$ cat config.mk
export PLATFORM = sky130hd
export DESIGN_NAME = subblock_intra_predict_4x4_core
export DESIGN_NICKNAME = d
export VERILOG_FILES = /design/src/rtl/sip4_pkg.sv /design/src/rtl/subblock_intra_predict_4x4_core.sv
export SDC_FILE = /design/constraint.sdc
export NUM_CORES = 2
export LEC_CHECK = 0
export BUFFER_PORTS_ARGS = -buffer_cell sky130_fd_sc_hd__buf_2
export CAP_MARGIN = 10
export CELL_PAD_IN_SITES_DETAIL_PLACEMENT = 1
export CELL_PAD_IN_SITES_GLOBAL_PLACEMENT = 2
export CORE_MARGIN = 2
export CORE_UTILIZATION = 39
export CTS_CLUSTER_SIZE = 28
export DETAILED_ROUTE_END_ITERATION = 10
export GPL_TIMING_DRIVEN = 0
export PLACE_DENSITY = 0.88
export SLEW_MARGIN = 30
export SYNTH_ARGS = -nofsm -noshare
export SYNTH_HDL_FRONTEND = slang
export SYNTH_SLANG_ARGS = --single-unit
$ cat constraint.sdc
create_clock -name clk_i -period 7.16 [get_ports clk_i]
set_clock_uncertainty 0.1 [all_clocks]
set_input_delay 0.358 -clock clk_i [delete_from_list [all_inputs] [get_ports clk_i]]
set_output_delay 0.358 -clock clk_i [all_outputs]
set_load 0.1 [all_outputs]
$ cat src/rtl/sip4_pkg.sv
package sip4_pkg;

  typedef enum logic [3:0] {
    MODE_DC = 4'd0,
    MODE_TM = 4'd1,
    MODE_VE = 4'd2,
    MODE_HE = 4'd3,
    MODE_LD = 4'd4,
    MODE_RD = 4'd5,
    MODE_VR = 4'd6,
    MODE_VL = 4'd7,
    MODE_HD = 4'd8,
    MODE_HU = 4'd9
  } pred_mode_e;

  typedef struct packed {
    logic [63:0] above_pixels;
    logic [31:0] left_pixels;
    logic [7:0]  corner_pixel;
    logic [3:0]  pred_mode;
  } sip4_in_t;

  typedef struct packed {
    logic [31:0] row0;
    logic [31:0] row1;
    logic [31:0] row2;
    logic [31:0] row3;
    logic        bad_mode;
  } sip4_out_t;

  // rounded two-tap average
  function automatic logic [7:0] avg2(logic [7:0] x, logic [7:0] y);
    logic [8:0] s;
    s = {1'b0, x} + {1'b0, y} + 9'd1;
    return s[8:1];
  endfunction

  // rounded three-tap average, weights 1 2 1
  function automatic logic [7:0] avg3(logic [7:0] x, logic [7:0] y, logic [7:0] z);
    logic [9:0] s;
    s = {2'b00, x} + {1'b0, y, 1'b0} + {2'b00, z} + 10'd2;
    return s[9:2];
  endfunction

endpackage

$ cat src/rtl/subblock_intra_predict_4x4_core.sv
// 4x4 luma subblock intra predictor.
// Input channel: drive item_i and raise start for one cycle; the item is taken
// at the rising edge where start is high and busy is low. busy stays low, so
// a new item can be offered in every cycle.
// An item carries eight above pixels (four above, four above-right), four left
// pixels, the above-left corner pixel and a mode code (DC, TM, VE, HE, LD, RD,
// VR, VL, HD, HU). Codes above HU set bad_mode and give all-zero rows.
// Result channel: done_o is high for exactly one cycle with result_o valid in
// that same cycle; the receiver must take it then, it cannot stall the block.
// The result passes through two registers: the input register, then the result
// register. Nothing stalls the flow, so throughput is one item per cycle, set by
// the single combinational pass of 2- and 3-tap averages, the DC sum and the TM
// clamp between those two registers.
// Reset clears the valid flags of both stages; no item in flight survives it
// and no result strobe follows it.
module subblock_intra_predict_4x4_core import sip4_pkg::*; (
  input  logic      clk_i,
  input  logic      rst_ni,
  input  logic      start,
  output logic      busy,
  input  sip4_in_t  item_i,
  output logic      done_o,
  output sip4_out_t result_o
);

  logic      valid_q, valid_d;
  sip4_in_t  in_q;
  logic      done_q, done_d;
  sip4_out_t res_q, res_d;

  logic [7:0] a [8];
  logic [7:0] ax [9];
  logic [7:0] l [4];
  logic [7:0] e [9];
  logic [7:0] p;
  logic [7:0] b [4][4];
  logic [10:0] dc_sum;
  logic [7:0]  dc_val;

  assign busy    = 1'b0;
  assign valid_d = start && !busy;
  assign done_d  = valid_q;

  always_ff @(posedge clk_i or negedge rst_ni) begin
    if (!rst_ni) begin
      valid_q <= 1'b0;
      done_q  <= 1'b0;
    end else begin
      valid_q <= valid_d;
      done_q  <= done_d;
    end
  end

  always_ff @(posedge clk_i) begin
    if (valid_d) begin
      in_q <= item_i;
    end
    if (valid_q) begin
      res_q <= res_d;
    end
  end

  // unpack edge pixels; e runs from bottom-left up through the corner and along the top
  always_comb begin
    for (int k = 0; k < 8; k++) begin
      a[k]  = in_q.above_pixels[8*k +: 8];
      ax[k] = in_q.above_pixels[8*k +: 8];
    end
    ax[8] = in_q.above_pixels[63:56];
    for (int k = 0; k < 4; k++) begin
      l[k] = in_q.left_pixels[8*k +: 8];
    end
    p    = in_q.corner_pixel;
    e[0] = l[3];
    e[1] = l[2];
    e[2] = l[1];
    e[3] = l[0];
    e[4] = p;
    e[5] = a[0];
    e[6] = a[1];
    e[7] = a[2];
    e[8] = a[3];
  end

  always_comb begin
    dc_sum = 11'd4;
    for (int k = 0; k < 4; k++) begin
      dc_sum = dc_sum + {3'b000, a[k]} + {3'b000, l[k]};
    end
    dc_val = dc_sum[10:3];
  end

  always_comb begin
    logic [9:0] tm;
    logic       bad;
    tm  = '0;
    bad = 1'b0;
    for (int r = 0; r < 4; r++) begin
      for (int c = 0; c < 4; c++) begin
        b[r][c] = '0;
      end
    end
    unique case (in_q.pred_mode)
      MODE_DC: begin
        for (int r = 0; r < 4; r++) begin
          for (int c = 0; c < 4; c++) begin
            b[r][c] = dc_val;
          end
        end
      end
      MODE_TM: begin
        for (int r = 0; r < 4; r++) begin
          for (int c = 0; c < 4; c++) begin
            tm = {2'b00, l[r]} + {2'b00, a[c]} - {2'b00, p};
            // clamp: sign bit means below zero, bit 8 means above 255
            if (tm[9]) begin
              b[r][c] = 8'd0;
            end else if (tm[8]) begin
              b[r][c] = 8'd255;
            end else begin
              b[r][c] = tm[7:0];
            end
          end
        end
      end
      MODE_VE: begin
        for (int r = 0; r < 4; r++) begin
          b[r][0] = avg3(p, a[0], a[1]);
          b[r][1] = avg3(a[0], a[1], a[2]);
          b[r][2] = avg3(a[1], a[2], a[3]);
          b[r][3] = avg3(a[2], a[3], a[4]);
        end
      end
      MODE_HE: begin
        for (int c = 0; c < 4; c++) begin
          b[0][c] = avg3(p, l[0], l[1]);
          b[1][c] = avg3(l[0], l[1], l[2]);
          b[2][c] = avg3(l[1], l[2], l[3]);
          b[3][c] = avg3(l[2], l[3], l[3]);
        end
      end
      MODE_LD: begin
        for (int r = 0; r < 4; r++) begin
          for (int c = 0; c < 4; c++) begin
            b[r][c] = avg3(ax[r+c], ax[r+c+1], ax[r+c+2]);
          end
        end
      end
      MODE_RD: begin
        for (int r = 0; r < 4; r++) begin
          for (int c = 0; c < 4; c++) begin
            b[r][c] = avg3(e[3-r+c], e[4-r+c], e[5-r+c]);
          end
        end
      end
      MODE_VR: begin
        b[3][0] = avg3(e[1], e[2], e[3]);
        b[2][0] = avg3(e[2], e[3], e[4]);
        b[3][1] = avg3(e[3], e[4], e[5]);
        b[1][0] = b[3][1];
        b[2][1] = avg2(e[4], e[5]);
        b[0][0] = b[2][1];
        b[3][2] = avg3(e[4], e[5], e[6]);
        b[1][1] = b[3][2];
        b[2][2] = avg2(e[5], e[6]);
        b[0][1] = b[2][2];
        b[3][3] = avg3(e[5], e[6], e[7]);
        b[1][2] = b[3][3];
        b[2][3] = avg2(e[6], e[7]);
        b[0][2] = b[2][3];
        b[1][3] = avg3(e[6], e[7], e[8]);
        b[0][3] = avg2(e[7], e[8]);
      end
      MODE_VL: begin
        b[0][0] = avg2(a[0], a[1]);
        b[1][0] = avg3(a[0], a[1], a[2]);
        b[2][0] = avg2(a[1], a[2]);
        b[0][1] = b[2][0];
        b[1][1] = avg3(a[1], a[2], a[3]);
        b[3][0] = b[1][1];
        b[2][1] = avg2(a[2], a[3]);
        b[0][2] = b[2][1];
        b[3][1] = avg3(a[2], a[3], a[4]);
        b[1][2] = b[3][1];
        b[2][2] = avg2(a[3], a[4]);
        b[0][3] = b[2][2];
        b[3][2] = avg3(a[3], a[4], a[5]);
        b[1][3] = b[3][2];
        b[2][3] = avg3(a[4], a[5], a[6]);
        b[3][3] = avg3(a[5], a[6], a[7]);
      end
      MODE_HD: begin
        b[3][0] = avg2(e[0], e[1]);
        b[3][1] = avg3(e[0], e[1], e[2]);
        b[2][0] = avg2(e[1], e[2]);
        b[3][2] = b[2][0];
        b[2][1] = avg3(e[1], e[2], e[3]);
        b[3][3] = b[2][1];
        b[2][2] = avg2(e[2], e[3]);
        b[1][0] = b[2][2];
        b[2][3] = avg3(e[2], e[3], e[4]);
        b[1][1] = b[2][3];
        b[1][2] = avg2(e[3], e[4]);
        b[0][0] = b[1][2];
        b[1][3] = avg3(e[3], e[4], e[5]);
        b[0][1] = b[1][3];
        b[0][2] = avg3(e[4], e[5], e[6]);
        b[0][3] = avg3(e[5], e[6], e[7]);
      end
      MODE_HU: begin
        b[0][0] = avg2(l[0], l[1]);
        b[0][1] = avg3(l[0], l[1], l[2]);
        b[0][2] = avg2(l[1], l[2]);
        b[1][0] = b[0][2];
        b[0][3] = avg3(l[1], l[2], l[3]);
        b[1][1] = b[0][3];
        b[1][2] = avg2(l[2], l[3]);
        b[2][0] = b[1][2];
        b[1][3] = avg3(l[2], l[3], l[3]);
        b[2][1] = b[1][3];
        b[2][2] = l[3];
        b[2][3] = l[3];
        for (int c = 0; c < 4; c++) begin
          b[3][c] = l[3];
        end
      end
      default: begin
        bad = 1'b1;
      end
    endcase
    res_d.row0     = {b[0][3], b[0][2], b[0][1], b[0][0]};
    res_d.row1     = {b[1][3], b[1][2], b[1][1], b[1][0]};
    res_d.row2     = {b[2][3], b[2][2], b[2][1], b[2][0]};
    res_d.row3     = {b[3][3], b[3][2], b[3][1], b[3][0]};
    res_d.bad_mode = bad;
  end

  assign done_o   = done_q;
  assign result_o = res_q;

  // every accepted item yields a strobe once it has passed the input and result registers
  assert property (@(posedge clk_i) disable iff (!rst_ni)
    (start && !busy) |=> ##1 done_o)
    else $error("accepted item produced no result");

  // no strobe without an item accepted earlier and passed through the input and result registers
  assert property (@(posedge clk_i) disable iff (!rst_ni)
    done_o |-> $past(start && !busy, 2))
    else $error("result strobe without accepted item");

  // an invalid mode gives all-zero rows
  assert property (@(posedge clk_i) disable iff (!rst_ni)
    (done_o && result_o.bad_mode) |->
      (result_o.row0 == '0 && result_o.row1 == '0 &&
       result_o.row2 == '0 && result_o.row3 == '0))
    else $error("invalid mode produced nonzero prediction");

  // error flag follows the registered mode code
  assert property (@(posedge clk_i) disable iff (!rst_ni)
    done_o |-> (result_o.bad_mode == ($past(in_q.pred_mode) > MODE_HU)))
    else $error("bad_mode does not match mode code");

endmodule
* After elaboration in Yosys (flattened, before gate mapping)
Index checks and enable logic that the tools add are counted.
Widths: inputs -> output; s select.
** Operators by class
- $add $sub $neg :: 106
- Equality and inequality tests :: 9
- Mux-type cells :: 34
- Reductions and logical operators :: 2
** Operator list (number)
- $pmux 128 s10 :: 1
- $mux 8 :: 32
- $add 8x8->9 :: 25
- $add 10x2->10 const B :: 16
- $add 10x8->10 :: 16
- $add 8x9->10 :: 16
- $sub 9x8->10 :: 16
- $add 9x1->9 const B :: 9
- $add 11x8->11 :: 5
- $eq 4x3->1 const B :: 4
- $add 10x8->11 :: 1
- $add 9x8->10 :: 1
- $reduce_or 10->1 :: 1
- $add 3x8->9 const A :: 1
- $eq 4x2->1 const B :: 2
- $eq 4x4->1 const B :: 2
- $eq 4x1->1 const B :: 1
- $logic_not 4->1 :: 1
- $mux 1 :: 1
** Storage, ports and cells
- Flip-flop bits (word level) :: 239
- Bits of input ports :: 111
- Output and inout port bits :: 131
- Logic and storage cells :: 162

* Depth between registers and ports, before layout
- Word-level depth :: 9
- Mapped depth :: 16
- Mapped depth without buffers :: 16

* Worst setup path after synthesis
OpenSTA, ideal clock, no wires.
- Path type :: register to register
- From :: register in_q (netlist bit a[60])
- To :: register res_q (netlist bit result_o[93]) (data pin)
- Library setup time :: 272 ps
- Arrival :: 5126 ps
- Required time :: 6788 ps
- Setup slack :: 1662 ps
- Stages on the path, launching flop included :: 17
- Buffers on the path :: 0
- Period minus slack after synthesis :: 5498 ps
- Cell sequence :: edfxtp_1 inv_1 fa_1 inv_1 fa_1 fa_1 inv_1 fa_1 inv_1 ha_1 or3_4 o221a_1 or3_1 nand3_2 a21bo_1 or3_1 or4_1
** RTL lines
- start: declaration :: RTL line subblock_intra_predict_4x4_core.sv:27 : sip4_in_t in_q;
- start signal: assignment :: RTL line subblock_intra_predict_4x4_core.sv:56 : in_q <= item_i;
- end signal: assignment :: RTL line subblock_intra_predict_4x4_core.sv:59 : res_q <= res_d;
- end: declaration :: RTL line subblock_intra_predict_4x4_core.sv:29 : sip4_out_t res_q, res_d;

==> impl_metrics.ini <==
[route]
drc_violation_count_after_routing = 0
drtIter0Drc = 4468
dr_total_vias = 33510
detail_route.vias_per_cell = 6.566
totalWireLength_microns = 195800
antenna_left = 0
drt_pass1_iterations = 6
routed_wire_length_per_instance_microns = 38.35

[floorplan]
design.die.area_sq_mm = 0.08439
std_cell_rows = 105
ios = 242
core_region_area_sq_mm = 0.08172
floorplan.die.width_microns = 290.5
initial_utilization = 0.3917
die_h_microns = 290.5

[sta]
setup_repair_after_global_routing_missed_its_margin = false
timing_worst_slew_pin_value_ps = 1196
setup-violations-final = 0
achievable-frequency_mhz = 141.1
timing.max_slew.rel_slack = 0.2030
post-route-min-period_ps = 7087
final_period_util = 0.9899
hold_viol_final = 0
hold_slack_ps = 301.8
fin_tns_setup_ps = 0
slew_viol_final = 0
timing.final.ws_setup_ps = 72.67

[cts]
htree_levels = 1
clk_transition_reported_paths_ps = 80
cts_tree = built
inserted_clock_buffers = 28
clock_latency_ps = 660
clk_sinks = 239
cts_max_path_buffers = 3
clockRootBuffer = sky130_fd_sc_hd__clkbuf_16

[power]
leakage_dissipation_nw = 16.35
power.density_mw_per_mm2 = 373.4
vdd_ir_drop_max_v = 0.0003732
finalPower_mw = 13.95

[worst_setup_path]
crit_path_cell_trace = inv_1, fa_1, inv_1, fa_1, fa_1, inv_1, fa_1, inv_1, ha_1, and2_1, o221ai_1, a21oi_1, mux2i_1, o221ai_1, nor4_2, nand3_1
arrival_ps = 7330
critPathMaxStageDelay_ps = 890
path_buf_inv = 4
endpoint_required_time_on_the_critical_path_ps = 7400
crit_type = flop to flop
crit_path_top_delay_cell = sky130_fd_sc_hd__edfxtp_1
cell_type_group_with_the_largest_total_delay_on_the_critical_path = adder cells
critical_path.max_fanout = 7
worst_setup_path_end_kind = flop
start_kind = flop
rrSetupSlack_ps = 70

[logic_synthesis]
post_synthesis_cells = 3586
synthesis.nets = 4296
yosys.area.top_type = sky130_fd_sc_hd__edfxtp_1
synth-edff-count = 237
ys.flop_type = sky130_fd_sc_hd__edfxtp_1
synth_area_sq_mm = 0.03201
synth_area_leaders = sky130_fd_sc_hd__edfxtp_1, sky130_fd_sc_hd__fa_1, sky130_fd_sc_hd__ha_1, sky130_fd_sc_hd__inv_1, sky130_fd_sc_hd__nor2_1
synth-seq-cells = 239
async_flop_share = 0.008368
synth_top_area_share = 0.2223
synth-seq-area-share = 0.2239
yosysUniqueCellTypes = 89
synth-warning-count = 0
post_synth.cell_area_avg_sq_um = 8.927

[place]
globalplace.congestion = 1.076
pre_cts_slack_ps = 86.28
post-dp-hpwl_microns = 161100
io_buffer_count = 240
dpl.cell_count = 4926

[run]
cap_violations = 0

[finish]
layoutNonFillerInstCount = 5104
multi_input_area_sq_mm = 0.02304
layout-drive-gt1-share = 0.1113
fill_cell_count = 9625
design.final.nets = 4713
syn_to_final_growth_pct = 16.73
area.sequential_sq_mm = 0.007171

[outcome]
status = completed

[grt]
grt_pass1_vias = 32710
grt-ovfl-total = 0
grt_usage = 0.4545
antenna_found_initial = 15
grt_pass1_wl_microns = 264700
grt_max_degree = 61

[min_path]
timing.hold.worst.class = input pin to flop
[synth_stat cells (75+ instances only)]
cell type / count
sky130_fd_sc_hd__fa_1: 263
sky130_fd_sc_hd__ha_1: 336
sky130_fd_sc_hd__nand4_1: 75
sky130_fd_sc_hd__edfxtp_1: 237
sky130_fd_sc_hd__nor2_1: 319
sky130_fd_sc_hd__o21ai_0: 236
sky130_fd_sc_hd__a21oi_1: 199
sky130_fd_sc_hd__nand3_1: 111
sky130_fd_sc_hd__inv_1: 460
sky130_fd_sc_hd__nand2_1: 172
sky130_fd_sc_hd__nor3_1: 102
sky130_fd_sc_hd__xnor2_1: 128
[worst reg2reg max path: cells and delay by family, from the launching register on]
kind	cells	cell delay (ps)
AOI/OAI and AO/OA	3	1000
and+or+nand+nor	3	930
muxes	1	580
adders and majority gates	5	2540
DFF	1	890
buffers and inverters	4	750
[routing by layer]
layer / share of wire / global-route usage / vias to the layer above
met3: 0.12 / 0.1348 / 583
met2: 0.40 / 0.6415 / 2376
met5: 0.000066 / 0 / -
met4: 0.085 / 0.3152 / 2
met1: 0.40 / 0.5955 / 16710
li1: - / - / 13850
[cell type report]
| cell class | count | area share |
|---|---|---|
| multi-input cells | 2817 | 0.6165 |
| flip-flops and latches | 239 | 0.1919 |
| repair buffers | 387 | 0.07353 |
| inverters | 460 | 0.04621 |
| well taps | 1070 | 0.03583 |
| clock buffers | 28 | 0.01875 |
| clock inverters | 23 | 0.008371 |
| plain buffers | 70 | 0.008304 |
| diodes | 10 | 0.0006697 |
[sequential cells by signal, summed over array words and instances (netlist names)]
register / cells
in_q: 4
p: 8
a: 64
e: 32
result_o: 129
done_o: 1
done_d: 1
[worst paths after layout]
path / start / endpoint / depth (start not counted)
min: item_i[98] / a[14]$_DFFE_PP_ / 2
max reg2reg: a[62]$_DFFE_PP_ / result_o[31]$_DFFE_PP_ / 16
min in group asynchronous: rst_ni / done_d$_DFF_PN0_ / 3
min reg2reg: e[64]$_DFFE_PP_ / result_o[57]$_DFFE_PP_ / 2
max: a[62]$_DFFE_PP_ / result_o[31]$_DFFE_PP_ / 16
max in group asynchronous: rst_ni / done_d$_DFF_PN0_ / 3
[through the flow]
stage,util,instance area (sq um)
floorplan,-,32010
global placement,0.4228,34550
detailed placement,0.4297,35110
CTS,0.4557,37240
global route,0.4570,37340
finish,0.4573,37370
[where the power goes]
group	internal, mW	switching [mW]	total [mW]
registers	1.98	0.252	2.24
logic	2.73	7.34	10.1
clock network	0.937	0.706	1.64
[kinds of logic (layout without fill, tap and decap cells)]
family | count (synthesis) | in the layout | share of synthesized area
DFF | 239 | 239 | 0.2239
adders and majority gates | 599 | 599 | 0.2958
xor gates and xnor gates | 189 | 189 | 0.05171
AOI/OAI and AO/OA | 933 | 933 | 0.1923
and+or+nand+nor | 1083 | 1083 | 0.1701
other | 1 | 11 | 0.0001171
muxes | 12 | 12 | 0.003791
buffers and inverters | 530 | 968 | 0.06230
[cell usage in the layout, fill, tap and decap left out, types with 21 or more instances in the layout]
cell and n:
sky130_fd_sc_hd__a21o_1 49, sky130_fd_sc_hd__o211ai_1 33, sky130_fd_sc_hd__clkbuf_16 28, sky130_fd_sc_hd__o31a_1 26
sky130_fd_sc_hd__o2111ai_1 26, sky130_fd_sc_hd__nand2b_1 26, sky130_fd_sc_hd__nand4_1 75, sky130_fd_sc_hd__o22ai_1 34
sky130_fd_sc_hd__o21ai_0 220, sky130_fd_sc_hd__clkbuf_2 26, sky130_fd_sc_hd__nor3_1 101, sky130_fd_sc_hd__inv_1 460
sky130_fd_sc_hd__and2_1 35, sky130_fd_sc_hd__nand3_1 111, sky130_fd_sc_hd__buf_2 251, sky130_fd_sc_hd__nor2b_1 42
sky130_fd_sc_hd__xor2_1 59, sky130_fd_sc_hd__and3_1 29, sky130_fd_sc_hd__o21a_1 60, sky130_fd_sc_hd__or3_1 23
sky130_fd_sc_hd__fa_1 263, sky130_fd_sc_hd__ha_1 336, sky130_fd_sc_hd__dlygate4sd3_1 111, sky130_fd_sc_hd__or2_2 27
sky130_fd_sc_hd__a31oi_1 21, sky130_fd_sc_hd__a211oi_1 49, sky130_fd_sc_hd__xnor2_1 121, sky130_fd_sc_hd__a21oi_1 199
sky130_fd_sc_hd__nand2_1 172, sky130_fd_sc_hd__edfxtp_1 237, sky130_fd_sc_hd__nor2_1 317, sky130_fd_sc_hd__clkbuf_1 31
sky130_fd_sc_hd__nor4_1 48
[what timing repair did]
item                                   4_1_cts  5_1_grt
endpoints found under the hold margin      111        0
setup endpoints to repair                    0        1
setup buffers                                0        5
hold buffers                               111        0
gates resized for setup                      0        1
(Power assumes the default switching activity.)
